==> src/qrr_pkg.sv <==
`timescale 1ns / 1ps
// qrr_pkg: widths, codes and stage tag types for the quadratic real roots core
// no dependencies

package qrr_pkg;

  localparam int COEF_WIDTH = 16;
  localparam int AW         = COEF_WIDTH + 1;
  localparam int DW         = 2 * AW;
  localparam int MW         = DW - 1 + 14;
  localparam int RW         = (MW + 1) / 2;
  localparam int PW         = COEF_WIDTH + 7;
  localparam int FW         = ((PW - 1 > RW) ? PW - 1 : RW) + 2;
  localparam int DVW        = COEF_WIDTH + 1;
  localparam int ROOT_WIDTH = 24;
  localparam int ROOT_SCALE = 100;
  localparam int SCALE_SQ   = ROOT_SCALE * ROOT_SCALE;
  localparam int ROOT_LIMIT = 6000000;

  typedef enum logic [1:0] {
    ST_NO_ROOT = 2'd0,
    ST_DOUBLE  = 2'd1,
    ST_TWO     = 2'd2,
    ST_A_ZERO  = 2'd3
  } root_status_t;

  typedef struct packed {
    root_status_t                   status;
    logic        [COEF_WIDTH-1:0]   a;
    logic signed [PW-1:0]           p;
  } sq_tag_t;

  typedef struct packed {
    root_status_t status;
    logic         neg;
  } dv_tag_t;

endpackage

==> src/qrr_div.sv <==
`timescale 1ns / 1ps
// qrr_div: pipelined restoring unsigned divider, one quotient bit per stage
// depends on qrr_pkg

module qrr_div import qrr_pkg::*; (
  input  logic           clk,
  input  logic           rst,
  input  logic           en,
  input  logic           in_valid,
  input  logic [FW-1:0]  in_num,
  input  logic [DVW-1:0] in_den,
  input  dv_tag_t        in_tag,
  output logic           out_valid,
  output logic [FW-1:0]  out_quo,
  output dv_tag_t        out_tag
);

  logic [DVW-1:0] rem_q [FW];
  logic [FW-1:0]  quo_q [FW];
  logic [FW-1:0]  num_q [FW];
  logic [DVW-1:0] den_q [FW];
  dv_tag_t        tag_q [FW];
  logic           val_q [FW];

  for (genvar gi = 0; gi < FW; gi++) begin : g_st
    logic [DVW-1:0] rem_i, den_i;
    logic [FW-1:0]  quo_i, num_i;
    dv_tag_t        tag_i;
    logic           val_i;
    logic [DVW:0]   cur;
    logic           ge;

    if (gi == 0) begin : g_first
      assign rem_i = '0;
      assign quo_i = '0;
      assign num_i = in_num;
      assign den_i = in_den;
      assign tag_i = in_tag;
      assign val_i = in_valid;
    end else begin : g_next
      assign rem_i = rem_q[gi-1];
      assign quo_i = quo_q[gi-1];
      assign num_i = num_q[gi-1];
      assign den_i = den_q[gi-1];
      assign tag_i = tag_q[gi-1];
      assign val_i = val_q[gi-1];
    end

    assign cur = {rem_i, num_i[FW-1]};
    assign ge  = (cur >= (DVW+1)'(den_i));

    always_ff @(posedge clk) begin
      if (rst) begin
        val_q[gi] <= 1'b0;
      end else if (en) begin
        val_q[gi] <= val_i;
      end
      if (en) begin
        rem_q[gi] <= ge ? DVW'(cur - (DVW+1)'(den_i)) : DVW'(cur);
        quo_q[gi] <= {quo_i[FW-2:0], ge};
        num_q[gi] <= num_i << 1;
        den_q[gi] <= den_i;
        tag_q[gi] <= tag_i;
      end
    end
  end

  assign out_valid = val_q[FW-1];
  assign out_quo   = quo_q[FW-1];
  assign out_tag   = tag_q[FW-1];

endmodule

==> config.mk <==
export PLATFORM = sky130hd
export DESIGN_NAME = qrr_div
export DESIGN_NICKNAME = d
export VERILOG_FILES = /design/src/qrr_pkg.sv /design/src/qrr_div.sv
export SDC_FILE = /design/constraint.sdc
export NUM_CORES = 2
export LEC_CHECK = 0
export BUFFER_PORTS_ARGS = -buffer_cell sky130_fd_sc_hd__buf_2
export CAP_MARGIN = 20
export CORE_ASPECT_RATIO = 1.1
export CORE_MARGIN = 4
export CORE_UTILIZATION = 40
export DETAILED_ROUTE_END_ITERATION = 10
export GPL_TIMING_DRIVEN = 0
export PLACE_DENSITY = 0.62
export REMOVE_ABC_BUFFERS = 1
export SYNTH_ARGS = -nofsm -noshare
export SYNTH_HDL_FRONTEND = slang
export SYNTH_SLANG_ARGS = --single-unit
==> constraint.sdc <==
create_clock -name clk -period 5.2 [get_ports clk]
set_clock_uncertainty 0.2 [all_clocks]
set_input_delay 0.26 -clock clk [delete_from_list [all_inputs] [get_ports clk]]
set_output_delay 0.26 -clock clk [all_outputs]
set_load 0.05 [all_outputs]
== Yosys cells after proc, flatten, opt, wreduce, memory -nomap -nowiden ==
Memory sizes are Yosys's and may differ from the RTL's.
Index checks and enable logic that the tools add are counted.
W data, S select, Z words.
Storage, ports and cells
  bits in writable memories: 2314
  memories: 6
  register bits after elaboration: 0
  input bits: 50
  output and inout bits: 30
  word-level logic and storage cells: 142
Operators by class
  mux-type cells: 58
  order comparisons: 26
  $add $sub $neg: 26
  bitwise gates (word level): 26
Memories
  quo_q: depth 26, width 26, rd ports 26, clocked after memory_dff 0, wr ports 26, RTL line qrr_div.sv:19  | logic [FW-1:0] quo_q [FW];
  num_q: depth 26, width 25, rd ports 25, clocked after memory_dff 0, wr ports 26, RTL line qrr_div.sv:20  | logic [FW-1:0] num_q [FW];
  den_q: depth 26, width 17, rd ports 25, clocked after memory_dff 0, wr ports 26, RTL line qrr_div.sv:21  | logic [DVW-1:0] den_q [FW];
  rem_q: depth 26, width 17, rd ports 25, clocked after memory_dff 0, wr ports 26, RTL line qrr_div.sv:18  | logic [DVW-1:0] rem_q [FW];
  tag_q: depth 26, width 3, rd ports 26, clocked after memory_dff 0, wr ports 26, RTL line qrr_div.sv:22  | dv_tag_t tag_q [FW];
  val_q: depth 26, width 1, rd ports 26, clocked after memory_dff 0, wr ports 26, RTL line qrr_div.sv:23  | logic val_q [FW];
Operators with widths (number)
  $ge A18 B17 Y1: 25
  $mux W17: 26
  $sub A17 B17 Y17: 25
  $mux W1: 32
  $or A1 B1 Y1: 26
  $ge A1 B17 Y1: 1
  $sub A1 B17 Y17: 1

== Depth between registers and ports, before layout ==
  word-level depth: 4
  mapped depth: 14

== Worst setup path after synthesis ==
OpenSTA, ideal clock, no wires.
  path type: reg-to-reg
  start point: memory num_q[23][24] (netlist name)
  end point: memory rem_q[24][10] (netlist name) (data pin)
  setup slack: 1701 ps
  required time: 4740 ps
  buffers on the path: 1
  period minus slack after synthesis: 3499 ps
  arrival time: 3038 ps
  setup time: 260 ps
  cell stages (with the launch flop): 14
  path through: edfxtp_1 -> inv_1 -> ha_1 -> inv_1 -> fa_1 -> a21oi_1 -> o21ai_1 -> o22ai_2 -> o21ai_2 -> or2_1 -> a211o_1 -> a311oi_4 -> buf_8 -> mux2_4
RTL lines (RTL line)
  from (decl): qrr_div.sv:20
  to (decl): qrr_div.sv:18

==> impl_metrics.json <==
{
  "cp.arrival_ns": 4.93,
  "drv_slew": 0,
  "r2r_end": "rem_q[7][13]",
  "grt_pass1_vias": 41700,
  "drt-total-wl_microns": 132000,
  "switching_share_pct": 33.1,
  "setup_violations": 0,
  "status": "finished, final reports clean",
  "critPathMaxFanout": 170,
  "maxCapViolCount": 0,
  "clkPwrFrac_pct": 25.2,
  "rr_worst_depth": 12,
  "grt_max_degree": 182,
  "power.total_uw": 48100,
  "holdCritPathClass": "in -> reg",
  "antenna_found_initial": 4,
  "reg2reg_slack_ns": 0.57,
  "min_to": "rem_q[0][0]",
  "cts_tree": "built",
  "layout_commonest_cell": "edfxtp_1",
  "htree_levels": 4,
  "drt_iter0_markers": 3142,
  "gp_congestion": 0.866,
  "initial_core_util_pct": 40.3,
  "max_freq_mhz": 213,
  "holdPathStages": 4,
  "root_buffer": "clkbuf_16",
  "p_int_uw": 32200,
  "rsz0062_at_grt": "no",
  "relSlewSlack_pct": 29.8,
  "max-vdd-ir-drop_mv": 0.392,
  "drive_gt1_share_pct": 8.38,
  "synthArstFlopShare_pct": 0,
  "synth_cells": 5529,
  "tightest_slew_ns": 1.05,
  "end_kind": "register",
  "coreArea_sq_um": 184000,
  "viasPerCell": 5.07,
  "final.setup.tns_ns": 0,
  "hpwl_microns": 91100,
  "crit_required_ns": 5.44,
  "p_sw_uw": 15900,
  "syn_avg_cell_area_sq_um": 13.4,
  "synthDominantCellAreaShare_pct": 65.9,
  "final_util_pct": 46.0,
  "numCtsBuffers": 171,
  "insertion_delay_ns": 0.83,
  "reg2reg_from": "num_q[6][24]",
  "final_hold_viol_count": 0,
  "powerDensity_nw_per_um2": 569,
  "stdcell_area_sq_um": 84600,
  "cts_sinks": 1630,
  "fin_crit_sh_pct": 90.3,
  "clockBufferDepth": 3,
  "min-delay-start": "in_num[25]",
  "die-height_microns": 460,
  "ant_nets": 0,
  "fin_crit_ns": 4.69,
  "die_x_microns": 419,
  "route.detailed.drc": 0,
  "synth_seq_cells": 1630,
  "synth.distinct_cells": 89,
  "grt_util_all_layers_pct": 13.7,
  "finalNetCount": 6313,
  "die_area_sq_um": 193000,
  "yosysWarnings": 0,
  "gr-total-overflow": 0,
  "synth_area_sq_um": 74300,
  "dpl-instance-area_sq_um": 78000,
  "dr.pass1.iters": 5,
  "yosys_most_used_dff": "edfxtp_1",
  "layout_common_cells": "1,630 x edfxtp_1, 553 x inv_1, 468 x o21ai_0",
  "yosysTopAreaCell": "edfxtp_1",
  "area_growth_pct": 13.9,
  "clk_pin_slew_ns": 0.06,
  "yosysSeqAreaShare_pct": 65.9,
  "num_rows": 165,
  "p_leak_uw": 0.0325,
  "post-cts-setup-buffers": 0,
  "vias": 42500,
  "port_buffers": 79,
  "comb_power_share_pct": 34.7,
  "seqPwrFrac_pct": 40.1,
  "synth_edf_count": 1630,
  "io_pins": 80,
  "critPathLaunch": "en",
  "grt_pass1_wl_microns": 215000,
  "synth_area_leaders": "edfxtp_1 66%, ha_1 7.2%, o21ai_0 3.2%",
  "worst-setup-path-type": "in -> reg",
  "detail_route.wl_per_cell_microns": 15.8,
  "start_kind": "input port"
}
## flip-flops by register name, indices dropped and copies added (netlist names)
signal,cells
val_q,26
den_q,425
quo_q,351
tag_q,78
num_q,325
rem_q,425
## power by group through the flow
stage               registers (uW)  clock network [uW]  logic, uW
global placement             20200                   0      16000
detailed placement           19600                   0      16600
floorplan                    19100                   0      12600
finish                       19300               12100      16700
global route                 19500               13100      18900
CTS                          19400               12600      16700
## worst max-delay path, cell delays in order
cell	delay [ns]
dlygate4sd3_1	0.57
buf_12	0.29
buf_16	0.43
buf_16	0.53
buf_16	0.48
buf_16	0.52
buf_16	0.52
buf_16	0.57
## cells in the mapped netlist (all sizes together) (16+ instances only)
library cell  count
nor4             22
a211oi           39
nand2b           55
inv             554
and2             35
xnor2           174
clkbuf           87
o21bai           54
edfxtp         1630
a21oi           329
a31oi            36
nor2            192
a21o            141
a211o            23
nor3             80
nor2b            38
o21ai           478
o21a             42
and3             25
nand3            63
mux2i            16
xor2            135
mux2            109
nand4            54
o31ai            25
nand2           447
ha              427
fa               24
## through the flow
step           setup WS (ns)  hold WS [ns]  instances
2_1_floorplan          0.349         0.159       5433
3_3_place_gp          -23.13         0.200       7933
3_5_place_dp           0.108         0.205       7961
4_1_cts                0.368        0.0878       8370
5_1_grt               0.0456         0.150       8374
6_report               0.505         0.159       8374
## cells by family (layout without fill, tap and decap cells)
family	Yosys count	count (layout)	share of synthesized area [%]
xor+xnor	309	309	3.64
compound gates	1291	1291	10.6
flops	1630	1630	65.9
other cells	0	1	0
mux	125	125	1.90
fa+ha+maj	451	451	7.84
simple gates	1072	1072	6.77
buf+inv	651	1074	3.33
## what timing repair did
item | CTS | global route
hold endpoints to repair | 166 | 0
hold buffers | 96 | 0
resized for setup | 0 | 0
setup endpoints to repair | 0 | 0
## cell type report
cell class / count / area (sq um)
Tap cell: 2421 / 3030
Fill cell: 16300 / 99500
Clock buffer: 213 / 4440
Antenna cell: 1 / 2.50
Inverter: 555 / 2080
Timing Repair Buffer: 206 / 1930
Multi-Input combinational cell: 3248 / 23000
Sequential cell: 1630 / 48900
Clock inverter: 100 / 1210
## per-layer routing
| metal | GRT usage [%] | wire, microns | vias up |
|---|---|---|---|
| met5 | 0 | 0 | - |
| met4 | 4.96 | 3950 | 0 |
| met3 | 2.39 | 5320 | 250 |
| met2 | 23.2 | 64900 | 748 |
| met1 | 17.7 | 58100 | 20400 |
| li1 | - | - | 21000 |
## how the worst max path moves through the flow
stage,to,cells after the start
detailed placement,quo_q[6][51],7
floorplan,rem_q[18][1],10
CTS,quo_q[6][24],8
global placement,val_q[0][0],2
finish,quo_q[6][24],8
global route,quo_q[6][24],8
(Power assumes the default switching activity.)
