==> config.mk <==
export PLATFORM = sky130hd
export DESIGN_NAME = qrr_sqrt
export DESIGN_NICKNAME = d
export VERILOG_FILES = /design/src/qrr_pkg.sv /design/src/qrr_sqrt.sv
export SDC_FILE = /design/constraint.sdc
export NUM_CORES = 2
export LEC_CHECK = 0
export BUFFER_PORTS_ARGS = -buffer_cell sky130_fd_sc_hd__buf_2
export CORE_MARGIN = 10
export CORE_UTILIZATION = 60
export CTS_CLUSTER_DIAMETER = 120
export CTS_CLUSTER_SIZE = 20
export DETAILED_ROUTE_END_ITERATION = 10
export PLACE_DENSITY_LB_ADDON = 0.12
export SLEW_MARGIN = 15
export SYNTH_ARGS = -nofsm -noshare
export SYNTH_HDL_FRONTEND = slang
export SYNTH_SLANG_ARGS = --single-unit
==> constraint.sdc <==
create_clock -name clk -period 3.9 [get_ports clk]
set_clock_uncertainty 0.15 [all_clocks]
set_input_delay 0.975 -clock clk [delete_from_list [all_inputs] [get_ports clk]]
set_output_delay 0.975 -clock clk [all_outputs]
set_load 0.02 [all_outputs]
==> src/qrr_pkg.sv <==
`timescale 1ns / 1ps
// qrr_pkg: widths, codes and stage tag types for the quadratic real roots core
// no dependencies

package qrr_pkg;

  localparam int COEF_WIDTH = 16;
  localparam int AW         = COEF_WIDTH + 1;
  localparam int DW         = 2 * AW;
  localparam int MW         = DW - 1 + 14;
  localparam int RW         = (MW + 1) / 2;
  localparam int PW         = COEF_WIDTH + 7;
  localparam int FW         = ((PW - 1 > RW) ? PW - 1 : RW) + 2;
  localparam int DVW        = COEF_WIDTH + 1;
  localparam int ROOT_WIDTH = 24;
  localparam int ROOT_SCALE = 100;
  localparam int SCALE_SQ   = ROOT_SCALE * ROOT_SCALE;
  localparam int ROOT_LIMIT = 6000000;

  typedef enum logic [1:0] {
    ST_NO_ROOT = 2'd0,
    ST_DOUBLE  = 2'd1,
    ST_TWO     = 2'd2,
    ST_A_ZERO  = 2'd3
  } root_status_t;

  typedef struct packed {
    root_status_t                   status;
    logic        [COEF_WIDTH-1:0]   a;
    logic signed [PW-1:0]           p;
  } sq_tag_t;

  typedef struct packed {
    root_status_t status;
    logic         neg;
  } dv_tag_t;

endpackage

==> src/qrr_sqrt.sv <==
`timescale 1ns / 1ps
// qrr_sqrt: pipelined integer square root, one root bit per stage, with exactness flag
// depends on qrr_pkg

module qrr_sqrt import qrr_pkg::*; (
  input  logic          clk,
  input  logic          rst,
  input  logic          en,
  input  logic          in_valid,
  input  logic [MW-1:0] in_m,
  input  sq_tag_t       in_tag,
  output logic          out_valid,
  output logic [RW-1:0] out_root,
  output logic          out_exact,
  output sq_tag_t       out_tag
);

  logic [RW+1:0]   rem_q  [RW];
  logic [RW-1:0]   root_q [RW];
  logic [2*RW-1:0] mv_q   [RW];
  sq_tag_t         tag_q  [RW];
  logic            val_q  [RW];

  for (genvar gi = 0; gi < RW; gi++) begin : g_st
    logic [RW+1:0]   rem_i;
    logic [RW-1:0]   root_i;
    logic [2*RW-1:0] mv_i;
    sq_tag_t         tag_i;
    logic            val_i;
    logic [RW+3:0]   cur, trial;
    logic            ge;

    if (gi == 0) begin : g_first
      assign rem_i  = '0;
      assign root_i = '0;
      assign mv_i   = (2*RW)'(in_m);
      assign tag_i  = in_tag;
      assign val_i  = in_valid;
    end else begin : g_next
      assign rem_i  = rem_q[gi-1];
      assign root_i = root_q[gi-1];
      assign mv_i   = mv_q[gi-1];
      assign tag_i  = tag_q[gi-1];
      assign val_i  = val_q[gi-1];
    end

    assign cur   = {rem_i, mv_i[2*RW-1 -: 2]};
    assign trial = (RW+4)'({root_i, 2'b01});
    assign ge    = (cur >= trial);

    always_ff @(posedge clk) begin
      if (rst) begin
        val_q[gi] <= 1'b0;
      end else if (en) begin
        val_q[gi] <= val_i;
      end
      if (en) begin
        rem_q[gi]  <= ge ? (RW+2)'(cur - trial) : (RW+2)'(cur);
        root_q[gi] <= {root_i[RW-2:0], ge};
        mv_q[gi]   <= mv_i << 2;
        tag_q[gi]  <= tag_i;
      end
    end
  end

  assign out_valid = val_q[RW-1];
  assign out_root  = root_q[RW-1];
  assign out_exact = (rem_q[RW-1] == '0);
  assign out_tag   = tag_q[RW-1];

endmodule

# [After elaboration in Yosys (flattened, before gate mapping)]
# Memories as Yosys holds them, arrays and structs flattened.
# Cells that the tools add are included.
# Widths: inputs -> output; s select.
[totals] in_bits=92 ram_bits=3312 out_inout_bits=67 memories=5 register_bits=0
[classes] mux=54 n_reduce_logical=1 bitwise_logic=24 add_sub_neg=24 magnitude_cmp=24
[memory_table] name="mv_q" words=24 width=46 read_ports=23 rd_clocked_by_memory_dff=0 wr=24 line_no="qrr_sqrt.sv:20" text="logic [2*RW-1:0] mv_q [RW];"
[memory_table] name="tag_q" words=24 width=41 read_ports=24 rd_clocked_by_memory_dff=0 wr=24 line_no="qrr_sqrt.sv:21" text="sq_tag_t tag_q [RW];"
[memory_table] name="rem_q" words=24 width=26 read_ports=24 rd_clocked_by_memory_dff=0 wr=24 line_no="qrr_sqrt.sv:18" text="logic [RW+1:0] rem_q [RW];"
[memory_table] name="root_q" words=24 width=24 read_ports=24 rd_clocked_by_memory_dff=0 wr=24 line_no="qrr_sqrt.sv:19" text="logic [RW-1:0] root_q [RW];"
[memory_table] name="val_q" words=24 width=1 read_ports=24 rd_clocked_by_memory_dff=0 wr=24 line_no="qrr_sqrt.sv:22" text="logic val_q [RW];"
[ops] operator="$ge 28x26->1" count=23
[ops] operator="$mux 26" count=24
[ops] operator="$sub 26x26->26" count=23
[ops] operator="$mux 1" count=30
[ops] operator="$logic_not 26->1" count=1
[ops] operator="$or 1x1->1" count=24
[ops] operator="$sub 1x1->2 const B" count=1
[ops] operator="$ge 1x1->1 const B" count=1

# [Longest topological paths before layout]
[logic_depth] word_depth=4 depth_mapped=14 ltp_nobuf=12

# [Least setup slack after synthesis]
# No wires, ideal clock.
[synth_timing] path_kind="register -> register" startpoint="mem rem_q[2][156] (netlist bit)" endpoint="mem rem_q[2][191] (netlist bit) (data pin)" path_slack_ps=805 arrival_time_ps=2683 required_ps=3488 setup_time_ps=262 n_path_buf=2 period_less_slack_ps=3095 path_stages_with_launch=12 cell_sequence="edfxtp_1 > ha_1 > nor2b_1 > o31a_1 > o31ai_2 > a21oi_1 > a211oi_2 > o21ai_1 > a211o_1 > buf_2 > buf_2 > mux2_1"
[synth_rtl] item="start: declaration" line_no="qrr_sqrt.sv:18"

==> flow_summary_export.csv <==
group,metric,value,unit
routing,antenna_left,0,
global_routing,grt_overflow,0,
synth,synth_cells,6152,
routing,drc_errors,0,
cts,clk_path_buf_depth,3,
power,ir_drop,0.498,mV
timing,min_period,3750,ps
synth,synth_area_leaders,"edfxtp_1 (75%), ha_1 (4.2%), xnor2_1 (2.4%)",
routing,dr_wl_met3,7.00,mm
cts,cts_buffers,140,
synth,yosysWarnings,0,
worst_setup_path,critPathCaptureType,"flop",
global_routing,antenna_found_initial,4,
cells_and_area,drive_gt1_frac,0.0870,
cts,root_buffer,"clkbuf_16",
synth,synthArstFlopShare,0,
placement,io_buffers,158,
worst_setup_path,cp.required,4290,ps
cells_and_area,final_area,106000,sq um
synth,synth.avg_cell_area,15.8,sq um
die,dieArea,179000,sq um
timing,finalSetupViolations,0,
synth,synth_top_area_frac,0.754,
cts,cts_hold_buf,0,
timing,finalHoldViolations,0,
cts,clock_latency,800,ps
worst_setup_path,cp-start-kind,"flop",
routing,wl_per_cell,17.5,microns
placement,dp_hpwl,104,mm
global_routing,grt_usage,0.169,
die,num_rows,147,
power,power_density,525,nW/um^2
synth,syn_nets,6570,
synth,dominantRegCellSynth,"edfxtp_1",
cts,ctsHtreeMaxLevel,4,
global_routing,grt_max_degree,121,
placement,routabilityCongestion,0.905,
cells_and_area,insertedDiodeCount,0,
cts,path_clk_slew,80,ps
worst_setup_path,r2r_slack,150,ps
cells_and_area,final_nets,6912,
placement,place_area,102000,sq um
timing,tightest_slew,1060,ps
die,io_pins,159,
synth,syn_area,97300,sq um
power,p_total,55.5,mW
cts,clock_sinks,2444,
die,initial_core_util,0.605,
power,power_leakage,38.9,nW
routing,top_layer,"met4",
worst_setup_path,cp_max_fo,38,
global_routing,grt_pass1_vias,47500,
worst_setup_path,slowest_stage,"edfxtp_1",
worst_setup_path,cp.arrival,4140,ps
routing,via_count,48100,
timing,relSlewSlack,0.290,
routing,detail_route.vias_per_cell,5.55,
routing,drt-initial-drc-count,3895,
routing,wl_met1,69.4,mm
run_status,outcome,"finished, final reports clean",
die,fp.dieW,423,microns
global_routing,grt_pass1_wl,247,mm
timing,period_share,0.961,
worst_setup_path,crit_chain,"inv_1 -> ha_1 -> nor2b_1 -> o31ai_1 -> a21oi_2 -> a211o_1 -> a311o_1 -> a21boi_2 -> buf_12 -> mux2_1",
cts,postCtsSetupBuffers,0,
worst_setup_path,slowest_delay,490,ps
synth,ys_seq_area_frac,0.754,
routing,wl_met2,71.5,mm
synth,synth_cell_type_count,104,
synth,synth_top_area_cell,"edfxtp_1",
timing,fin_hold_ws,185,ps
timing,drv_slew,0,
die,core_area,161000,sq um
cells_and_area,syn2layout_area_growth,8.66,%
cts,cts_tree,"built",
worst_setup_path,crit_type,"flop to flop",
job,drv_cap,0,
worst_hold_path,hp-class,"input pin to flop",
timing,max_freq,0.267,GHz
routing,first_pass_iters,5,
die,die_h,423,microns
synth,synth-seq-cells,2444,
synth,synth-edff-count,2444,
routing,wirelength,151,mm
power breakdown:
| group | switching, mW | leakage, nW | total (mW) | internal (mW) |
|---|---|---|---|---|
| clock | 7.87 | 1.87 | 14.4 | 6.56 |
| sequential | 1.27 | 23.7 | 33.3 | 32.0 |
| combinational | 4.47 | 13.4 | 7.85 | 3.39 |
worst paths after layout:
path / start / end / depth (start not counted)
setup / recovery: root_q[5][0] / rem_q[2][137] / 10
hold / removal: in_m[38] / mv_q[0][38] / 1
setup reg to reg: root_q[5][0] / rem_q[2][137] / 10
hold reg to reg: mv_q[1][135] / mv_q[1][183] / 0
placed cells by master (no fill, tap or decap), drive strengths merged, types with 28 or more instances in the layout:
cell type / count
a21o: 116
and3: 34
ha: 326
nor2b: 50
xor2: 209
o21a: 60
or3: 45
nor4: 84
nand3: 97
and2: 41
mux2: 58
edfxtp: 2444
clkbuf: 140
a21oi: 331
nor2: 338
inv: 403
o21ai: 250
buf: 278
o21bai: 28
or2: 30
nor3: 110
nand4: 53
xnor2: 267
o31ai: 32
nand2: 332
nand2b: 75
worst max-delay path: cells and delay by family (launching register included):
kind,cells,cell delay (ps)
flip-flops,1,490
multiplexers,1,330
AND/OR/NAND/NOR,1,170
buffers and inverters,2,300
AO/OA/AOI/OAI,5,1650
adder cells (fa/ha/maj),1,360
layout make-up:
class,count,area (sq um)
Inverter,401,1510
Sequential cell,2444,73400
Fill cell,11200,55200
Clock inverter,15,364
Clock buffer,140,3500
Timing Repair Buffer,278,2140
Multi-Input combinational cell,3229,22100
Tap cell,2160,2700
flip-flops by register name (all words and copies together) (netlist names):
name and cells:
mv_q 552, val_q 24, root_q 300, rem_q 584, tag_q 984
Yosys cell counts, types with 17 or more instances:
master / n
a31oi_1: 23
and2_1: 41
a21o_1: 116
o31ai_1: 28
nand2b_1: 74
ha_1: 326
inv_1: 398
or4_1: 17
nor3_1: 107
nor2_1: 338
mux2_2: 50
edfxtp_1: 2444
nand3_1: 97
xor2_1: 209
o21bai_1: 28
nor4_1: 76
o21ai_0: 217
nor2b_1: 49
and3_1: 34
o21a_1: 60
nand4_1: 52
clkbuf_1: 40
or3_1: 43
a21oi_1: 331
buf_2: 24
xnor2_1: 267
or2_2: 27
a211oi_1: 23
nand2_1: 330
o21ai_1: 33
layer usage:
layer | GRT usage | vias up
met5 | 0 | -
met4 | 0.0450 | 0
met3 | 0.0304 | 242
met2 | 0.274 | 912
met1 | 0.236 | 23300
li1 | - | 23600
cell families after synthesis:
kind of cell | share of synthesized area
AO/OA/AOI/OAI | 0.0631
XOR/XNOR | 0.0428
adder cells (fa/ha/maj) | 0.0419
buffers and inverters | 0.0190
flip-flops | 0.754
multiplexers | 0.00733
other | 0.0000385
AND/OR/NAND/NOR | 0.0716
metrics by stage:
| stage | instances | setup WS [ps] | TNS, ps | util |
|---|---|---|---|---|
| after floorplan | 6152 | 805 | 0 | - |
| after global placement | 8512 | 305 | 0 | 0.633 |
| after detailed placement | 8512 | 248 | 0 | 0.633 |
| after CTS | 8667 | 193 | 0 | 0.657 |
| after global routing | 8667 | -23.6 | -23.6 | 0.657 |
| final | 8667 | 153 | 0 | 0.657 |
repair_timing:
action	in CTS	in global routing
setup endpoints to repair	0	2
resized for setup	0	2
endpoints found under the hold margin	0	0
Note: power is estimated with default switching activity, not from simulation.
