File: src/qrr_pkg.sv
`timescale 1ns / 1ps
// qrr_pkg: widths, codes and stage tag types for the quadratic real roots core
// no dependencies

package qrr_pkg;

  localparam int COEF_WIDTH = 16;
  localparam int AW         = COEF_WIDTH + 1;
  localparam int DW         = 2 * AW;
  localparam int MW         = DW - 1 + 14;
  localparam int RW         = (MW + 1) / 2;
  localparam int PW         = COEF_WIDTH + 7;
  localparam int FW         = ((PW - 1 > RW) ? PW - 1 : RW) + 2;
  localparam int DVW        = COEF_WIDTH + 1;
  localparam int ROOT_WIDTH = 24;
  localparam int ROOT_SCALE = 100;
  localparam int SCALE_SQ   = ROOT_SCALE * ROOT_SCALE;
  localparam int ROOT_LIMIT = 6000000;

  typedef enum logic [1:0] {
    ST_NO_ROOT = 2'd0,
    ST_DOUBLE  = 2'd1,
    ST_TWO     = 2'd2,
    ST_A_ZERO  = 2'd3
  } root_status_t;

  typedef struct packed {
    root_status_t                   status;
    logic        [COEF_WIDTH-1:0]   a;
    logic signed [PW-1:0]           p;
  } sq_tag_t;

  typedef struct packed {
    root_status_t status;
    logic         neg;
  } dv_tag_t;

endpackage

File: src/qrr_if.sv
`timescale 1ns / 1ps
// qrr_coef_if and qrr_root_if: valid/ready request channels for coefficients and roots
// depends on qrr_pkg

interface qrr_coef_if import qrr_pkg::*; ();
  logic                         valid;
  logic                         ready;
  logic signed [COEF_WIDTH-1:0] coef_a;
  logic signed [COEF_WIDTH-1:0] coef_b;
  logic signed [COEF_WIDTH-1:0] coef_c;

  modport source (output valid, output coef_a, output coef_b, output coef_c, input ready);
  modport sink   (input valid, input coef_a, input coef_b, input coef_c, output ready);
endinterface


File: src/qrr_front.sv
`timescale 1ns / 1ps
// qrr_front: sign normalisation, products, discriminant and scaling, four stages
// depends on qrr_pkg, qrr_if

module qrr_front import qrr_pkg::*; (
  input  logic            clk,
  input  logic            rst,
  input  logic            en,
  qrr_coef_if.sink        coef_in,
  output logic            out_valid,
  output logic [MW-1:0]   out_m,
  output sq_tag_t         out_tag
);

  logic signed [AW-1:0] a_x, b_x, c_x;
  logic                 flip;

  logic                 v1, v2, v3, v4;
  logic signed [AW-1:0] a1, b1, c1;
  logic                 az1, az2, az3, az4;
  logic signed [DW-1:0] bb2, ac2, disc3;
  logic [COEF_WIDTH-1:0] a2, a3, a4;
  logic signed [PW-1:0] p2, p3, p4;
  logic [MW-1:0]        m4;
  root_status_t         st3, st4;

  assign coef_in.ready = en;

  assign a_x  = {coef_in.coef_a[COEF_WIDTH-1], coef_in.coef_a};
  assign b_x  = {coef_in.coef_b[COEF_WIDTH-1], coef_in.coef_b};
  assign c_x  = {coef_in.coef_c[COEF_WIDTH-1], coef_in.coef_c};
  assign flip = coef_in.coef_a[COEF_WIDTH-1];

  always_comb begin
    priority if (az3) begin
      st3 = ST_A_ZERO;
    end else if (disc3 < 0) begin
      st3 = ST_NO_ROOT;
    end else if (disc3 == '0) begin
      st3 = ST_DOUBLE;
    end else begin
      st3 = ST_TWO;
    end
  end

  always_ff @(posedge clk) begin
    if (rst) begin
      v1 <= 1'b0;
      v2 <= 1'b0;
      v3 <= 1'b0;
      v4 <= 1'b0;
    end else if (en) begin
      v1 <= coef_in.valid;
      v2 <= v1;
      v3 <= v2;
      v4 <= v3;
    end
    if (en) begin
      a1    <= flip ? -a_x : a_x;
      b1    <= flip ? -b_x : b_x;
      c1    <= flip ? -c_x : c_x;
      az1   <= (coef_in.coef_a == '0);
      bb2   <= b1 * b1;
      ac2   <= a1 * c1;
      p2    <= -(PW'(b1) * PW'(ROOT_SCALE));
      a2    <= a1[COEF_WIDTH-1:0];
      az2   <= az1;
      disc3 <= bb2 - (ac2 <<< 2);
      p3    <= p2;
      a3    <= a2;
      az3   <= az2;
      m4    <= MW'(disc3[DW-2:0]) * MW'(SCALE_SQ);
      st4   <= st3;
      p4    <= p3;
      a4    <= a3;
      az4   <= az3;
    end
  end

  assign out_valid      = v4;
  assign out_m          = m4;
  assign out_tag.status = st4;
  assign out_tag.a      = a4;
  assign out_tag.p      = p4;

endmodule

File: src/flat_wrapper.sv
// flat-port wrapper written by rule: the top's interface ports become plain ports
module qrr_front_flat import qrr_pkg::*;
  (clk, rst, en, out_valid, out_m, out_tag, coef_in_valid, coef_in_coef_a, coef_in_coef_b, coef_in_coef_c, coef_in_ready);
  qrr_coef_if coef_in_i ();
  input  logic clk;
  input  logic rst;
  input  logic en;
  output logic out_valid;
  output logic [MW-1:0] out_m;
  output sq_tag_t out_tag;
  input wire logic [$bits(coef_in_i.valid)-1:0] coef_in_valid;
  input wire logic [$bits(coef_in_i.coef_a)-1:0] coef_in_coef_a;
  input wire logic [$bits(coef_in_i.coef_b)-1:0] coef_in_coef_b;
  input wire logic [$bits(coef_in_i.coef_c)-1:0] coef_in_coef_c;
  output wire logic [$bits(coef_in_i.ready)-1:0] coef_in_ready;
  assign coef_in_i.valid = coef_in_valid;
  assign coef_in_i.coef_a = coef_in_coef_a;
  assign coef_in_i.coef_b = coef_in_coef_b;
  assign coef_in_i.coef_c = coef_in_coef_c;
  assign coef_in_ready = coef_in_i.ready;
  qrr_front u_core (.clk(clk), .rst(rst), .en(en), .coef_in(coef_in_i), .out_valid(out_valid), .out_m(out_m), .out_tag(out_tag));
endmodule
File: config.mk
export PLATFORM = sky130hd
export DESIGN_NAME = qrr_front_flat
export DESIGN_NICKNAME = d
export VERILOG_FILES = /design/src/qrr_pkg.sv /design/src/qrr_if.sv /design/src/qrr_front.sv /design/src/flat_wrapper.sv
export SDC_FILE = /design/constraint.sdc
export NUM_CORES = 2
export LEC_CHECK = 0
export BUFFER_PORTS_ARGS = -buffer_cell sky130_fd_sc_hd__buf_2
export CORE_ASPECT_RATIO = 2
export CORE_MARGIN = 8
export CORE_UTILIZATION = 60
export CTS_CLUSTER_DIAMETER = 150
export DETAILED_ROUTE_END_ITERATION = 16
export GPL_ROUTABILITY_DRIVEN = 0
export PLACE_DENSITY = 0.78
export SLEW_MARGIN = 20
export SYNTH_ARGS = -nofsm -noshare
export SYNTH_HDL_FRONTEND = slang
export SYNTH_SLANG_ARGS = --single-unit
File: constraint.sdc
create_clock -name clk -period 8.9 [get_ports clk]
set_clock_uncertainty 0.15 [all_clocks]
set_input_delay 0.89 -clock clk [delete_from_list [all_inputs] [get_ports clk]]
set_output_delay 0.89 -clock clk [all_outputs]
set_load 0.02 [all_outputs]
# After elaboration in Yosys (flattened, before gate mapping)
# Index checks and enable logic that the tools add are counted.
dict set report word_totals {
  ramBits 0
  romBits 0
  latch_bits 0
  output_inout_bits 90
  word_cells 39
  inputBits 52
  n_memories 0
  ff_bits 320
}
dict set report classes {
  eq_ne 0
  shift 0
  n_lt_le_gt_ge 1
  n_bitwise 0
  multipliers 4
  mux 5
  reduce_logical 2
  div_mod_pow 0
  n_addsub 5
}
# op count
set ops {}
lappend ops {{negation 16 -> 17 bit} 3}
lappend ops {{multiplier 33 x 10 -> 43 bit (second input constant)} 1}
lappend ops {{zero test 34 bit} 1}
lappend ops {{< comparator 34 x 1 -> 1 bit (second input constant)} 1}
lappend ops {{multiplier 17 x 17 -> 34 bit} 1}
lappend ops {{two-way mux 17 bit} 2}
lappend ops {{subtractor 34 bit} 1}
lappend ops {{multiplier 17 x 17 -> 32 bit} 1}
lappend ops {{negation 23 bit} 1}
lappend ops {{multiplier 17 x 6 -> 21 bit (second input constant)} 1}
lappend ops {{zero test 16 bit} 1}
lappend ops {{two-way mux 15 bit} 1}
lappend ops {{two-way mux 2 bit} 2}

# Logic depth before layout (Yosys ltp)
dict set report depth {
  word_depth 3
  mapped_depth 26
  ltp_nobuf 25
}

# Worst setup path after synthesis
# OpenSTA, ideal clock, no wires.
dict set report synth_path {
  kind {register to register}
  from {register u_core.b1[16]}
  to {register u_core.bb2[33] (data pin)}
  stages_incl_launch_ff 23
  t_arrival_ns 6.977
  setup_ns 0.260
  path_slack_ns 1.514
  cell_sequence {edfxtp_1 > inv_1 > clkbuf_1 > buf_1 > nor2_1 > fa_1 > fa_1 > fa_1 > fa_1 > fa_1 > inv_1 > fa_1 > inv_1 > ha_1 > and3_1 > a221o_1 > a21oi_1 > nor4b_2 > a21oi_2 > or4_4 > a31o_1 > a21oi_2 > xnor2_1}
}
dict set report synth_via {
  elab_chain_cells 1
}
# item line
set synth_lines {}
lappend synth_lines {{start, declared} qrr_front.sv:19} ;# logic signed [AW-1:0] a1, b1, c1;
lappend synth_lines {{start signal, assigned} qrr_front.sv:60} ;# b1 <= flip ? -b_x : b_x;
lappend synth_lines {{multiplier 17 x 17 -> 34 bit} qrr_front.sv:63} ;# bb2 <= b1 * b1;
lappend synth_lines {{end signal, assigned} qrr_front.sv:63}
lappend synth_lines {{end, declared} qrr_front.sv:21} ;# logic signed [DW-1:0] bb2, ac2, disc3;
# No other way between the ends.
# A chain may end at the register's enable or synchronous reset.

# Final worst setup path
dict set report layout_path {
  from {register u_core.b1[15]}
  to {register u_core.bb2[33] (data pin)}
}
# The elaborated chain is that of the path after synthesis.

==> flow_metrics.tcl <==
set metrics [dict create \
    die-height_um 378 \
    setup_viol 0 \
    cp_slowest_cell "edfxtp_1" \
    period_share_pct 88.9 \
    areaGrowthSynthToFinish_pct 6.53 \
    min_period_ns 7.91 \
    grt_pass1_wl_um 143000 \
    fmax_mhz 126 \
    finalHoldViolCount 0 \
    rsz0062_at_grt "no" \
    wire_per_inst_um 18.4 \
    clk_pin_slew_ns 0.07 \
    critical_path.top_delay_family "adder cells" \
    critPathBufInv 5 \
    htree_levels 1 \
    drv_cap 0 \
    row_count 132 \
    layout_commonest_cell "inv_1" \
    antenna_found_initial 1 \
    required_ns 9.09 \
    path_cells "clkinv_1 -> nor2_1 -> inv_1 -> fa_1 -> inv_1 -> fa_1 -> fa_1 -> fa_1 -> fa_1 -> inv_1 -> fa_1 -> inv_1 -> ha_1 -> and3_1 -> a221o_1 -> a21oi_1 -> nor4b_2 -> a21oi_2 -> or4_4 -> a31o_1 -> a21oi_2 -> xnor2_1" \
    drc 0 \
    crit_type "reg2reg" \
    drt_iter0_markers 1235 \
    die-area_sq_um 74400 \
    syn-instance-count 3779 \
    critPathLaunchType "flip-flop" \
    post-place-ws_ns 1.06 \
    seq_area_frac_synth_pct 23.4 \
    vias 26300 \
    hp-class "reg2reg" \
    hold_path_startpoint "u_core.a2[6]" \
    cts_hold_buf 0 \
    nets 4980 \
    num_antenna_cells 0 \
    reg2reg_to "u_core.bb2[33]" \
    cts_tree "yes" \
    worstSetupEndpointType "flip-flop" \
    fin_ws_ns 0.989 \
    post_cts_buffers 0 \
    r2r_start "u_core.b1[15]" \
    report.final.slew_viol_count 0 \
    numClockSinks 308 \
    ys_warn_count 0 \
    tns_ns 0 \
    reg2reg_slack_ns 0.99 \
    ff2ff_path_depth 22 \
    track_usage_pct 24.5 \
    synth_cell_types 70 \
    ant_nets 0 \
    final_cell_mix "inv_1, fa_1, ha_1, edfxtp_1, nand2_1" \
    drive_above_1_share_pct 5.91 \
    cpPeakStageDelay_ns 0.73 \
    first_pass_iters 5 \
    clk_path_buf_depth 3 \
    worst_pin_slew_ns 1.09 \
    status "finished clean" \
    hold_end "u_core.a3[6]" \
    worstPathArrival_ns 8.11 \
    synth_ff_type "edfxtp_1" \
    start_util_pct 60.7 \
    io_pins 142 \
    synth_edf_count 304 \
    clockRootBuffer "clkbuf_16" \
    clkLatencyLatePin_ns 0.61 \
    hpwlAfterDp_um 73000 \
    path_max_fanout 16 \
    wirelength_um 88100 \
    portBuffers 134 \
    design.core.area_sq_um 64700 \
    gr-total-overflow 0 \
    vias_per_cell 5.50 \
    synthArstFlopShare_pct 0 \
    grt_max_degree 98 \
    cts_made_buffers 31 \
    synth_area_sq_um 39300 \
    hold_slack_ns 0.268 \
    fillers 5097 \
    slew_headroom_pct 25.8 \
    grt_pass1_vias 29200 \
    post_cts_resized 0 \
    die_w_um 197 \
    crit_top_cell "fa_1" \
    holdPathStages 0 \
    ys_ff_latch 308 \
    syn_area_per_cell_sq_um 10.4 \
]
through the flow:
step | std cells | instance area (sq um) | util (%)
after floorplan | 3786 | 39300 | -
after CTS | 4777 | 41900 | 64.6
after global routing | 4777 | 41900 | 64.6
after global placement | 4721 | 40800 | 63.1
final | 4777 | 41900 | 64.6
after detailed placement | 4721 | 40800 | 63.1
Yosys cell counts, types with 18 or more instances:
master / instances / share of area (%)
clkbuf_1: 70 / 0.67
a21oi_1: 109 / 1.4
xnor2_1: 160 / 3.6
nor2b_1: 18 / 0.29
nand2b_1: 29 / 0.46
nand2_1: 275 / 2.6
o21ai_0: 73 / 0.93
ha_1: 401 / 13
nor3_1: 36 / 0.46
nand3_1: 29 / 0.37
inv_1: 921 / 8.8
and2_1: 152 / 2.4
xor2_1: 56 / 1.2
edfxtp_1: 304 / 23
o21a_1: 28 / 0.54
fa_1: 644 / 33
nor2_1: 189 / 1.8
a21o_1: 47 / 0.90
registers in the layout, summed over array words and instances, names as in the netlist, 16 cells and up:
name and cells:
u_core.a2 16, u_core.p2 21, u_core.disc3 32, u_core.a1 17, u_core.a4 16, u_core.b1 17
u_core.p3 21, u_core.c1 17, u_core.ac2 32, u_core.bb2 32, u_core.p4 21, u_core.a3 16
u_core.out_m 41
metal layers:
metal / global-route usage, % / part of all wire, % / vias up / routed length, um
met2: 47.6 / 56 / 791 / 48900
met5: 0 / 0 / - / 0
li1: - / - / 12000 / -
met1: 24.0 / 33 / 13200 / 28800
met4: 16.0 / 7.2 / 0 / 6340
met3: 2.71 / 4.6 / 305 / 4010
how the worst max path moves through the flow:
stage | from | to | slack, ns | cells after the start
finish | u_core.b1[15] | u_core.bb2[33] | 0.99 | 22
global route | u_core.b1[4] | u_core.bb2[33] | 0.69 | 20
CTS | u_core.b1[4] | u_core.bb2[33] | 1.03 | 20
detailed placement | u_core.b1[4] | u_core.bb2[33] | 1.06 | 20
global placement | u_core.b1[4] | u_core.bb2[33] | 1.15 | 20
floorplan | u_core.b1[16] | u_core.bb2[33] | 1.51 | 22
cells by family (layout without fill, tap and decap cells):
group           after synthesis  in the layout  share of synthesized area [%]
flops                       308            308                           23.4
xor+xnor                    216            216                           4.82
compound gates              378            378                           6.26
other cells                   1              8                        0.00954
mux                           9              9                          0.242
fa+ha+maj                  1045           1045                           45.6
simple gates                811            811                           9.90
buf+inv                    1011           1131                           9.75
final cells by class:
class | instances | area (sq um) | area share [%]
clock buffer | 35 | 791 | 1.89
sequential | 308 | 9210 | 22.0
inverter | 929 | 3490 | 8.33
timing repair buffer | 146 | 771 | 1.84
multi-input combinational | 2467 | 26300 | 62.8
clock inverter | 21 | 231 | 0.553
tap | 871 | 1090 | 2.60
Power is not shown: default switching activity piles up to over one toggle a cycle in this logic, so the estimate is an artifact.
